===== config.mk =====
export PLATFORM = sky130hd
export DESIGN_NAME = dbma_ctrl
export DESIGN_NICKNAME = d
export VERILOG_FILES = /design/src/rtl/core/dbma_pkg.sv /design/src/rtl/core/dbma_ctrl.sv
export SDC_FILE = /design/constraint.sdc
export NUM_CORES = 1
export LEC_CHECK = 0
export BUFFER_PORTS_ARGS = -buffer_cell sky130_fd_sc_hd__buf_2
export CAP_MARGIN = 5
export CORE_MARGIN = 3
export CORE_UTILIZATION = 51
export DETAILED_ROUTE_END_ITERATION = 16
export MAX_ROUTING_LAYER = met4
export PLACE_DENSITY = 0.81
export SLEW_MARGIN = 5
export SYNTH_ARGS = -nofsm -noshare
export SYNTH_HDL_FRONTEND = slang
export SYNTH_SLANG_ARGS = --single-unit

===== constraint.sdc =====
create_clock -name clk -period 3 [get_ports clk]
set_input_delay 0.3 -clock clk [delete_from_list [all_inputs] [get_ports clk]]
set_output_delay 0.3 -clock clk [all_outputs]
set_load 0.05 [all_outputs]

===== src/rtl/core/dbma_pkg.sv =====
`default_nettype none
package dbma_pkg;

    localparam int G_W        = 16;
    localparam int K_W        = 32;
    localparam int B_W        = 64;
    localparam int FUNC_W     = 2;
    localparam int CFG_IDX_W  = 2;
    localparam int CFG_DATA_W = 16;
    localparam int DT_W       = 10;
    localparam int NUM_TERMS  = 6;
    localparam int TERM_W     = 3;

    typedef enum logic [FUNC_W-1:0] {
        FUNC_FIRST   = 2'd0,
        FUNC_REFOCUS = 2'd1,
        FUNC_SECOND  = 2'd2,
        FUNC_CLEAR   = 2'd3
    } func_t;

    typedef enum logic [CFG_IDX_W-1:0] {
        CFG_FIRST_GAIN   = 2'd0,
        CFG_SECOND_GAIN  = 2'd1,
        CFG_DT_WEIGHT    = 2'd2,
        CFG_REFOCUS_TIME = 2'd3
    } cfg_reg_t;

    typedef enum logic [1:0] {
        W_UNIT    = 2'd0,
        W_REFOCUS = 2'd1,
        W_DT      = 2'd2
    } weight_sel_t;

    typedef struct packed {
        logic              accept;
        logic              gain_second;
        weight_sel_t       wsel;
        logic              k_update;
        logic              issue;
        logic [TERM_W-1:0] term;
        logic              negate;
        logic              mark_first;
        logic              mark_second;
        logic              emit;
        logic              clear;
    } dbma_cmd_t;

    typedef struct packed {
        logic pipe_busy;
        logic out_free;
    } dbma_stat_t;

    typedef struct packed {
        logic signed [K_W-1:0] k_x;
        logic signed [K_W-1:0] k_y;
        logic signed [K_W-1:0] k_z;
        logic signed [B_W-1:0] b_xx;
        logic signed [B_W-1:0] b_yy;
        logic signed [B_W-1:0] b_zz;
        logic signed [B_W-1:0] b_xy;
        logic signed [B_W-1:0] b_xz;
        logic signed [B_W-1:0] b_yz;
        logic                  ok;
    } dbma_result_t;

endpackage
`default_nettype wire


===== src/rtl/core/dbma_ctrl.sv =====
`default_nettype none
module dbma_ctrl import dbma_pkg::*; (
    input  wire logic              clk,
    input  wire logic              rst_n,
    input  wire logic              item_valid,
    output logic                   item_ready,
    input  wire logic [FUNC_W-1:0] item_func,
    input  wire logic              item_last,
    input  wire dbma_stat_t        stat,
    output dbma_cmd_t              cmd
);

    typedef enum logic [4:0] {
        S_IDLE  = 5'b00001,
        S_KUPD  = 5'b00010,
        S_ISSUE = 5'b00100,
        S_DRAIN = 5'b01000,
        S_FIN   = 5'b10000
    } state_t;

    state_t            state_reg, state_next;
    func_t             func_reg, func_next;
    logic              last_reg, last_next;
    logic [TERM_W-1:0] term_reg, term_next;

    assign item_ready = (state_reg == S_IDLE);

    always_comb
    begin
        state_next = state_reg;
        func_next  = func_reg;
        last_next  = last_reg;
        term_next  = term_reg;
        cmd        = '0;
        cmd.wsel   = W_UNIT;
        cmd.term   = term_reg;

        case (state_reg)
            S_IDLE:
            begin
                if (item_valid)
                begin
                    cmd.accept      = 1'b1;
                    func_next       = func_t'(item_func);
                    last_next       = item_last;
                    term_next       = '0;
                    cmd.gain_second = (func_t'(item_func) == FUNC_SECOND);
                    case (func_t'(item_func))
                        FUNC_FIRST:
                        begin
                            cmd.wsel   = W_UNIT;
                            state_next = S_KUPD;
                        end
                        FUNC_REFOCUS:
                        begin
                            cmd.wsel   = W_REFOCUS;
                            state_next = S_ISSUE;
                        end
                        FUNC_SECOND:
                        begin
                            cmd.wsel   = W_DT;
                            state_next = S_KUPD;
                        end
                        default:
                        begin
                            state_next = S_FIN;
                        end
                    endcase
                end
            end
            S_KUPD:
            begin
                cmd.k_update = 1'b1;
                state_next   = S_ISSUE;
            end
            S_ISSUE:
            begin
                cmd.issue = 1'b1;
                if (term_reg == TERM_W'(NUM_TERMS - 1))
                    state_next = S_DRAIN;
                else
                    term_next = term_reg + 1'b1;
            end
            S_DRAIN:
            begin
                if (!stat.pipe_busy)
                    state_next = S_FIN;
            end
            S_FIN:
            begin
                case (func_reg)
                    FUNC_FIRST:
                    begin
                        cmd.mark_first = 1'b1;
                        state_next     = S_IDLE;
                    end
                    FUNC_REFOCUS:
                    begin
                        cmd.negate = 1'b1;
                        state_next = S_IDLE;
                    end
                    FUNC_SECOND:
                    begin
                        // a closing beat waits here until the result register is free
                        if (!last_reg)
                        begin
                            cmd.mark_second = 1'b1;
                            state_next      = S_IDLE;
                        end
                        else if (stat.out_free)
                        begin
                            cmd.mark_second = 1'b1;
                            cmd.emit        = 1'b1;
                            cmd.clear       = 1'b1;
                            state_next      = S_IDLE;
                        end
                    end
                    default:
                    begin
                        cmd.clear  = 1'b1;
                        state_next = S_IDLE;
                    end
                endcase
            end
            default:
            begin
                state_next = S_IDLE;
            end
        endcase
    end

    always_ff @(posedge clk or negedge rst_n)
    begin
        if (!rst_n)
        begin
            state_reg <= S_IDLE;
            func_reg  <= FUNC_FIRST;
            last_reg  <= 1'b0;
            term_reg  <= '0;
        end
        else
        begin
            state_reg <= state_next;
            func_reg  <= func_next;
            last_reg  <= last_next;
            term_reg  <= term_next;
        end
    end

endmodule
`default_nettype wire


==> metrics.md, run 1 <==
| Metric | Value |
|---|---|
| DRC errors left | `0` |
| Yosys reg bits | `11` |
| Synth Area in Compound Gates | `0.1494` |
| Final hold slack | `235.5 ps` |
| Crit path kind | `reg2out` |
| Average cell area after synthesis | `9.675 sq um` |
| Worst slew margin | `0.7762` |
| Num ports | `23` |
| Core Area | `1186 sq um` |
| Setup violators final | `0` |
| CTS Buffer Depth | `2` |
| Post-CTS Resized | `0` |
| FP Rows | `12` |
| Dpl ws | `1081 ps` |
| Clk pin slew, worst setup/hold paths | `70 ps` |
| Outcome | `complete, no violations` |
| Tcrit/Tclk final | `0.7390` |
| CTS tree | `built` |
| Largest net degree at the start of global routing | `12` |
| R2R Path End | `last_reg$_DFFE_PN0P_` |
| Crit path largest cell delay | `610 ps` |
| Critical path's slowest cell | `dfstp_2` |
| Post-Syn Nets | `81` |
| Final GP Congestion | `0.7906` |
| N_diodes | `0` |
| Hold Buf Count CTS | `1` |
| Hold Crit Class | `in2reg` |
| Area after DPL | `812.0 sq um` |
| Clk_skew | `2.745 ps` |
| Post-layout net count | `108` |
| Gr ovfl total | `0` |
| Cell taking the most area after synthesis | `dfrtp_1` |
| CTS Buf Count | `3` |
| Fin area | `849.6 sq um` |
| Die area | `1823 sq um` |
| Starting density of the core | `0.5791` |
| Worst hold start | `item_valid` |
| Drt wl/cell | `13.73 um` |
| DRT Pass-1 Iters | `4` |
| CTS sink cnt | `11` |
| Final wirelength | `1.524 mm` |
| Hold Path Stages | `2` |
| CP Data Arrival Time | `1920 ps` |
| Die extent in x | `42.70 um` |
| First-pass GRT wire length | `2.663 mm` |
| Part of the Yosys area used for sequential elements | `0.4026` |
| Number of max-cap violations | `0` |
| Worst IR Drop VDD | `0.5813 mV` |
| Worst Setup Start Kind | `flip-flop` |
| CP Max Fanout | `7` |
| CP Launch Point | `state_reg[0]$_DFFE_PN1P_` |
| Initial antenna violation count | `0` |
| Multiplexer area fraction after synthesis | `0.07832` |
| Post-synth design cell area | `686.9 sq um` |
| DP Wirelength | `1.222 mm` |
| H-Tree Level Count | `1` |
| Tmin final | `2217 ps` |
| Final Max Slew Viols | `0` |
| Critical path capture point type | `output port` |
| Synth Instances | `71` |
| Pwr/cell area | `928.2 nW/um^2` |
| DR iter-0 viols | `13` |
| Static Leak | `0.0004566 uW` |
| Fmax | `0.4511 GHz` |
| Synth Warn # | `0` |
| Vias | `610` |
| Least-Margin Pin Slew | `333.9 ps` |
| WHS Endpoint | `state_reg[0]$_DFFE_PN1P_` |
| Final Hold Fails | `0` |
| Largest family of logic cells by synthesized area | `simple AND/OR/NAND/NOR gates` |
| GR Util All Layers | `0.1980` |
| Cells on worst reg2reg path | `5` |
| Max FFs per register | `5` |
| Vias per cell | `5.495` |
| Layout cells sized above 1 | `0.4021` |
| Vias in the first global route | `599` |
| Yosys cell types | `34` |
| Share of the synthesized area in the top cell type | `0.3643` |
| Worst skew pair latency | `270 ps` |
| Reg2reg start | `state_reg[0]$_DFFE_PN1P_` |
| RSZ-0062 raised after global routing | `no` |
| WP data required | `2700 ps` |
| Simple-gate portion of the synthesized area | `0.2896` |
| Post-synthesis xor/xnor area fraction | `0` |
| Port Buffers | `22` |
| Antenna-violating nets left | `0` |
| Die Y | `42.70 um` |
| Adder-cell share of the synthesized area | `0.03643` |
| Root Driver | `clkbuf_4` |
| CP cell instances | `nor2b_1, nand2_1, inv_2, nand2_2, nor3b_2, buf_2` |
| Setup TNS Final | `0 ps` |
| Layout area overhead | `23.68%` |
| Synth top area cells | `dfrtp_1 36%, nand2_1 4.9%, mux2_2 4.9%` |
| R2r setup slk | `1420 ps` |
| Setup bufs post-CTS | `0` |
| Fin worst setup slack | `783.0 ps` |
## through the flow
step | utilization | instances | total power, uW
global placement | 0.6846 | 106 | 674.4
CTS | 0.7162 | 111 | 790.5
finish | 0.7162 | 111 | 788.6
detailed placement | 0.6846 | 106 | 685.6
global route | 0.7162 | 111 | 844.4
floorplan | - | 71 | 591.6
## cell usage after synthesis, drive strengths merged
master and number:
dfstp 1, nor2b 2, nor3 3, o41ai 1
mux2 3, o22ai 1, nor3b 3, nand4b 2
and3b 1, a21boi 1, ha 2, a31oi 2
or3b 1, nor2 4, or2 1, nand3 1
nand2b 1, mux2i 2, a211oi 2, buf 1
nand2 10, and2b 1, a21oi 4, inv 6
dfrtp 10, nor4b 1, o2bb2ai 2, o21ai 2
## area by class of cell
class | count | area [sq um]
multi-input combinational | 53 | 385.4
clock buffer | 3 | 22.52
clock inverter | 1 | 5.005
sequential | 11 | 276.5
tap | 14 | 17.52
inverter | 6 | 22.52
timing repair buffer | 23 | 120.1
fill | 91 | 336.6
## where the power goes
part	switching, uW	total (uW)	internal (uW)
Clock	53.4	103	49.4
Combinational	270	413	142
Sequential	69.8	273	203
Total	394	789	395
## per-layer routing
layer  track usage  up-vias  part of all wire
li1              -      308                 -
met3       0.04237        3             0.039
met2        0.3054       18              0.47
met4       0.06211        0             0.014
met1        0.2587      281              0.48
met5             -        -                 0
## worst max-delay path by stage
stage,to
finish,cmd[11]
global route,cmd[11]
CTS,cmd[11]
detailed placement,cmd[11]
global placement,cmd[11]
floorplan,cmd[9]
## kinds of logic (layout without fill, tap and decap cells)
group | count (synthesis) | after routing
DFF | 11 | 11
muxes | 5 | 5
and+or+nand+nor | 31 | 31
adders and majority gates | 2 | 2
AOI/OAI and AO/OA | 15 | 15
buffers and inverters | 7 | 33
## worst max-delay path, delay by kind of cell, from the launching register on
family        cells  cell delay [ps]
simple gates      4              640
buf+inv           2              380
flops             1              610
## cell usage in the layout (no fill, tap or decap), types with 2 or more instances in the layout
master	instances
a21oi_1	4
a31oi_1	2
buf_2	22
clkbuf_4	3
dfrtp_1	10
ha_1	2
inv_1	5
mux2_2	3
mux2i_1	2
nand2_1	9
nor2_1	4
nor2b_1	2
nor3b_1	2
o21ai_0	2
o2bb2ai_1	2
(Power assumes the default switching activity.)
==> run 2, diff against run 1 <==
--- a/config.mk
+++ b/config.mk
@@ -8,10 +8,10 @@
 export BUFFER_PORTS_ARGS = -buffer_cell sky130_fd_sc_hd__buf_2
 export CAP_MARGIN = 5
 export CORE_MARGIN = 3
-export CORE_UTILIZATION = 51
+export CORE_UTILIZATION = 43
 export DETAILED_ROUTE_END_ITERATION = 16
 export MAX_ROUTING_LAYER = met4
-export PLACE_DENSITY = 0.81
+export PLACE_DENSITY = 0.73
 export SLEW_MARGIN = 5
 export SYNTH_ARGS = -nofsm -noshare
 export SYNTH_HDL_FRONTEND = slang
==> constraint.sdc (replaced) <==
create_clock -name clk -period 1.9 [get_ports clk]
set_input_delay 0.19 -clock clk [delete_from_list [all_inputs] [get_ports clk]]
set_output_delay 0.19 -clock clk [all_outputs]
set_load 0.05 [all_outputs]
==> run 2 against run 1 <==
Compared with the run above: clock power up 50%; sequential share of layout area down 2.9 points; wire length down 0.52%; final cell count up 2.7%; core utilization down 4.6 points; critical path depth unchanged; sequential power up 55%; clock-buffer cell count up 1; global-route usage down 2.4 points; worst setup slack worse by 720 ps; flip-flop and latch count unchanged.
==> metrics.md, run 2 (synthesis results as in run 1) <==
| Metric | Value |
|---|---|
| Met2 WL | `753 um` |
| Vias in the first global route | `611` |
| First-pass GRT wire length | `2.532 mm` |
| Root Driver | `clkbuf_4` |
| Tcrit/Tclk final | `0.9652` |
| Layout cells sized above 1 | `0.4848` |
| Clk_skew | `0.9222 ps` |
| Critical path's slowest cell | `dfstp_2` |
| FP Rows | `13` |
| WP data required | `1710 ps` |
| RSZ-0062 raised after global routing | `yes` |
| Layout area overhead | `36.43%` |
| Port Buffers | `22` |
| Worst Setup Start Kind | `flip-flop` |
| Final wirelength | `1.516 mm` |
| M1 WL | `664 um` |
| Vias | `640` |
| Top sig layer | `met4` |
| Number of max-cap violations | `0` |
| Die extent in x | `45.97 um` |
| Crit path kind | `reg2out` |
| Gr ovfl total | `0` |
| DRC errors left | `0` |
| Layout Utilization | `0.6699` |
| Cells on worst reg2reg path | `5` |
| CTS tree | `built` |
| DRT Pass-1 Iters | `4` |
| Commonest non-fill, non-tap cell in the layout | `buf_2` |
| Setup violators final | `0` |
| GR Util All Layers | `0.1739` |
| Num ports | `23` |
| Routed wire length on met3 | `79 um` |
| Fin worst setup slack | `66.10 ps` |
| Post-layout net count | `110` |
| Worst skew pair latency | `260 ps` |
| Layout fillers | `118` |
| CP Launch Point | `state_reg[0]$_DFFE_PN1P_` |
| Pwr/cell area | `1415 nW/um^2` |
| Drt wl/cell | `13.30 um` |
| Tmin final | `1834 ps` |
| CP Data Arrival Time | `1640 ps` |
| Least-Margin Pin Slew | `326.2 ps` |
| Most frequent cells in the layout | `16 x buf_2, 9 x dfrtp_1, 7 x nand2_1, 7 x clkbuf_4, 5 x inv_1` |
| Reg2reg start | `state_reg[0]$_DFFE_PN1P_` |
| CP cell instances | `nor2b_2, nand2_2, inv_4, nand2_4, nor3b_4, buf_6` |
| CTS Buffer Depth | `2` |
| Final Hold Fails | `0` |
| CTS sink cnt | `11` |
| CP Max Fanout | `7` |
| CTS Buf Count | `3` |
| Largest net degree at the start of global routing | `12` |
| Die area | `2113 sq um` |
| H-Tree Level Count | `1` |
| Static Leak | `0.0004795 uW` |
| Vias per cell | `5.614` |
| Clk pin slew, worst setup/hold paths | `70 ps` |
| Starting density of the core | `0.4911` |
| N_diodes | `0` |
| Last element of the critical path | `cmd[11]` |
| Max FFs per register | `5` |
| DP Wirelength | `1.167 mm` |
| Critical path capture point type | `output port` |
| Dpl ws | `118.7 ps` |
| R2R Path End | `state_reg[2]$_DFFE_PN0P_` |
| R2r setup slk | `260 ps` |
| Worst IR Drop VDD | `0.9683 mV` |
| Final Max Slew Viols | `0` |
| Outcome | `complete, no violations` |
| Core Area | `1399 sq um` |
| Worst slew margin | `0.7797` |
| Final hold slack | `134.9 ps` |
| Fmax | `0.5453 GHz` |
| Final GP Congestion | `0.7540` |
| DR iter-0 viols | `8` |
| Initial antenna violation count | `0` |
| Hold Crit Class | `in2reg` |
| Crit path largest cell delay | `530 ps` |
| Antenna-violating nets left | `0` |
| Die Y | `45.97 um` |
-- run 2: metrics by stage --
stage | instances | cell area, sq um | setup TNS (ps) | power [uW]
2_1_floorplan | 71 | 726.9 | -425.6 | 972.6
3_3_place_gp | 108 | 855.8 | 0 | 1112
3_5_place_dp | 108 | 855.8 | 0 | 1125
4_1_cts | 114 | 912.1 | 0 | 1310
5_1_grt | 114 | 937.1 | -103.9 | 1421
6_report | 114 | 937.1 | 0 | 1326
-- run 2: area by class of cell --
type	count	area [sq um]	area share
multi-input combinational	53	431.7	0.4606
inverter	6	25.02	0.02670
clock buffer	4	26.28	0.02804
timing repair buffer	25	157.7	0.1682
tap	15	18.77	0.02003
sequential	11	277.8	0.2964
-- run 2: timing repair --
item	4_1_cts	5_1_grt
gates resized for setup	4	9
hold buffers	1	0
cloned	0	0
hold endpoints to repair	10	0
endpoints found under the setup margin	4	7
buffers inserted	1	0
pin swaps	1	0
-- run 2: worst min path at each step --
stage | startpoint | end | cells after the start
6_report | item_valid | state_reg[0]$_DFFE_PN1P_ | 2
5_1_grt | item_valid | state_reg[0]$_DFFE_PN1P_ | 2
4_1_cts | item_valid | state_reg[0]$_DFFE_PN1P_ | 2
3_5_place_dp | rst_n | term_reg[1]$_DFFE_PN0P_ | 1
3_3_place_gp | rst_n | term_reg[2]$_DFFE_PN0P_ | 1
2_1_floorplan | rst_n | func_reg[0]$_DFFE_PN0P_ | 0
-- run 2: critical path: cells and delay by family, from the launching register on --
kind	cells	cell delay, ps
simple gates	4	580
flops	1	530
buf+inv	2	270
-- run 2: power breakdown --
part           switching [uW]  total (uW)  internal [uW]
clock                    73.7         155           81.0
combinational             470         750            279
sequential                101         422            321
total                     645        1330            681
-- run 2: metal layers --
metal,GRT usage,vias up
met4,0.09659,0
met2,0.2582,18
met1,0.2127,305
met3,0.04348,4
met5,-,-
li1,-,313
==> run 3, diff against run 2 <==
--- a/config.mk
+++ b/config.mk
@@ -9,9 +9,11 @@
 export CAP_MARGIN = 5
 export CORE_MARGIN = 3
 export CORE_UTILIZATION = 43
+export CTS_BUF_LIST = sky130_fd_sc_hd__clkbuf_16
 export DETAILED_ROUTE_END_ITERATION = 16
 export MAX_ROUTING_LAYER = met4
 export PLACE_DENSITY = 0.73
+export RECOVER_POWER = 25
 export SLEW_MARGIN = 5
 export SYNTH_ARGS = -nofsm -noshare
 export SYNTH_HDL_FRONTEND = slang
==> run 3 against run 2 <==
Compared with the run above: core utilization increased by 2.5 points; sequential share of layout area down 1.1 points; worst setup slack better by 10 ps; cell area is 3.7% higher; power grew 16%; largest power group unchanged; register-to-register slack improved by 70 ps; clock skew up 1.3 ps; largest cell class unchanged; flip-flop and latch count is the same; final cell count is the same.
==> metrics.md, run 3 (synthesis results as in run 1) <==
| Metric | Value |
|---|---|
| Outcome | `complete, no violations` |
| WHS Endpoint | `state_reg[0]$_DFFE_PN1P_` |
| Gate power share | `0.484` |
| Number of max-cap violations | `0` |
| Crit path buffers/inverters | `2` |
| Hold Path Stages | `2` |
| Worst Setup Start Kind | `flip-flop` |
| Die area | `2113 sq um` |
| DRT Pass-1 Iters | `4` |
| Setup TNS Final | `0 ps` |
| Port Buffers | `22` |
| Seq pwr share | `0.273` |
| Post-layout net count | `110` |
| Largest net degree at the start of global routing | `12` |
| Hold Crit Class | `in2reg` |
| Clock power frac | `0.243` |
| CTS sink cnt | `11` |
| First-pass GRT wire length | `2.608 mm` |
| Fin area | `972.2 sq um` |
| Critical path capture point type | `output port` |
| Clk_skew | `2.268 ps` |
| Most frequent cells in the layout | `18 x buf_2, 9 x dfrtp_1, 8 x nand2_1` |
| Final Max Slew Viols | `0` |
| Root Driver | `clkbuf_16` |
| H-Tree Level Count | `1` |
| GR Util All Layers | `0.1830` |
| CTS Buf Count | `3` |
| N_diodes | `0` |
| Delay-heaviest family, CP | `simple AND/OR/NAND/NOR gates` |
| Die extent in x | `45.97 um` |
| R2r setup slk | `330 ps` |
| Worst slew margin | `0.6034` |
| Worst IR Drop VDD | `0.9128 mV` |
| Core Area | `1399 sq um` |
| Internal power | `870.8 uW` |
| CTS tree | `built` |
| Setup violators final | `0` |
| Final wirelength | `1.572 mm` |
| Least-Margin Pin Slew | `594.9 ps` |
| Worst skew pair latency | `240 ps` |
| CP Data Arrival Time | `1630 ps` |
| Max FFs per register | `5` |
| R2R Path End | `state_reg[2]$_DFFE_PN0P_` |
| Final Hold Fails | `0` |
| Tcrit/Tclk final | `0.9598` |
| Vias | `645` |
| Worst hold start | `item_valid` |
| FP Rows | `13` |
| Vias in the first global route | `615` |
| Layout Utilization | `0.6950` |
| WP data required | `1710 ps` |
| Clk pin slew, worst setup/hold paths | `40 ps` |
| RSZ-0062 raised after global routing | `no` |
| Starting density of the core | `0.4911` |
| Tmin final | `1824 ps` |
| CTS Buffer Depth | `2` |
| Layout cells sized above 1 | `0.4646` |
| Area after DPL | `855.8 sq um` |
| Reg2reg start | `state_reg[0]$_DFFE_PN1P_` |
| Critical path's slowest cell | `dfstp_2` |
| DRC errors left | `0` |
| Fmax | `0.5484 GHz` |
| DR iter-0 viols | `7` |
| Commonest non-fill, non-tap cell in the layout | `buf_2` |
| Initial antenna violation count | `0` |
| DP Wirelength | `1.167 mm` |
| Pwr/cell area | `1581 nW/um^2` |
| Antenna-violating nets left | `0` |
| Gr ovfl total | `0` |
| Crit path largest cell delay | `520 ps` |
| Crit path kind | `reg2out` |
| Sw frac | `0.4333` |
| Drt wl/cell | `13.79 um` |
| Final GP Congestion | `0.7540` |
| Vias per cell | `5.658` |
| Sw Pwr | `665.9 uW` |
| Die Y | `45.97 um` |
| Power, Total | `1537 uW` |
| Cells on worst reg2reg path | `5` |
| Num ports | `23` |
| Static Leak | `0.0005025 uW` |
| CP Max Fanout | `7` |
| Final hold slack | `165.2 ps` |
| CP cell instances | `nor2b_2, nand2_2, inv_4, nand2_4, nor3b_4, buf_6` |
| Layout area overhead | `41.53%` |
## run 3: cell types whose count changed in the layout (fill, tap and decap cells not counted)
cell / delta
nand2_1: +1
nor3_4: -1
inv_1: +1
clkbuf_16: +3
nor3_2: +1
clkbuf_4: -6
nand2_2: -1
buf_2: +2
## run 3: worst max-delay path by stage
| stage | start | end | slack [ps] | cells past startpoint |
|---|---|---|---|---|
| floorplan | state_reg[0]$_DFFE_PN1P_ | cmd[12] | -290 | 6 |
| finish | state_reg[0]$_DFFE_PN1P_ | cmd[11] | 80 | 6 |
| global placement | state_reg[0]$_DFFE_PN1P_ | cmd[11] | 150 | 6 |
| global route | state_reg[2]$_DFFE_PN0P_ | cmd[4] | 2 | 4 |
| detailed placement | state_reg[0]$_DFFE_PN1P_ | cmd[11] | 120 | 6 |
| CTS | state_reg[1]$_DFFE_PN0P_ | cmd[11] | 40 | 6 |
## run 3: area by class of cell
class | instances | area [sq um]
Fill cell | 106 | 426.7
Multi-Input combinational cell | 53 | 422.9
Sequential cell | 11 | 277.8
Timing Repair Buffer | 25 | 148.9
Clock buffer | 3 | 75.07
Inverter | 6 | 25.02
Tap cell | 15 | 18.77
Clock inverter | 1 | 3.754
## run 3: per-layer routing
metal	track usage	up-vias	wire (um)
met5	-	-	0
met4	0.1023	0	38
met1	0.2200	311	675
met3	0.03557	5	74
met2	0.2830	17	783
li1	-	312	-
## run 3: stage by stage
stage	setup WS [ps]	cells
floorplan	-291.5	71
global placement	151.3	108
detailed placement	118.7	108
CTS	39.37	114
global route	1.652	114
finish	76.36	114
## run 3: repair_timing
item | in CTS | in global routing
buffers inserted | 1 | 0
gates resized for setup | 5 | 3
hold endpoints to repair | 10 | 0
setup endpoints to repair | 3 | 3
hold buffers | 1 | 0
## run 3: power groups by stage
stage	Clock, uW	Sequential, uW	Combinational, uW
6_report	374	420	743
5_1_grt	395	434	800
4_1_cts	381	419	737
3_5_place_dp	0	444	681
3_3_place_gp	0	437	675
2_1_floorplan	0	481	492
## run 3: worst reg2reg max path, cell delays in order (launching register included)
cell and delay, ps:
dfstp_2 520, buf_4 150, nor3_4 60, and3b_1 240, o2bb2ai_1 170, o41ai_1 320
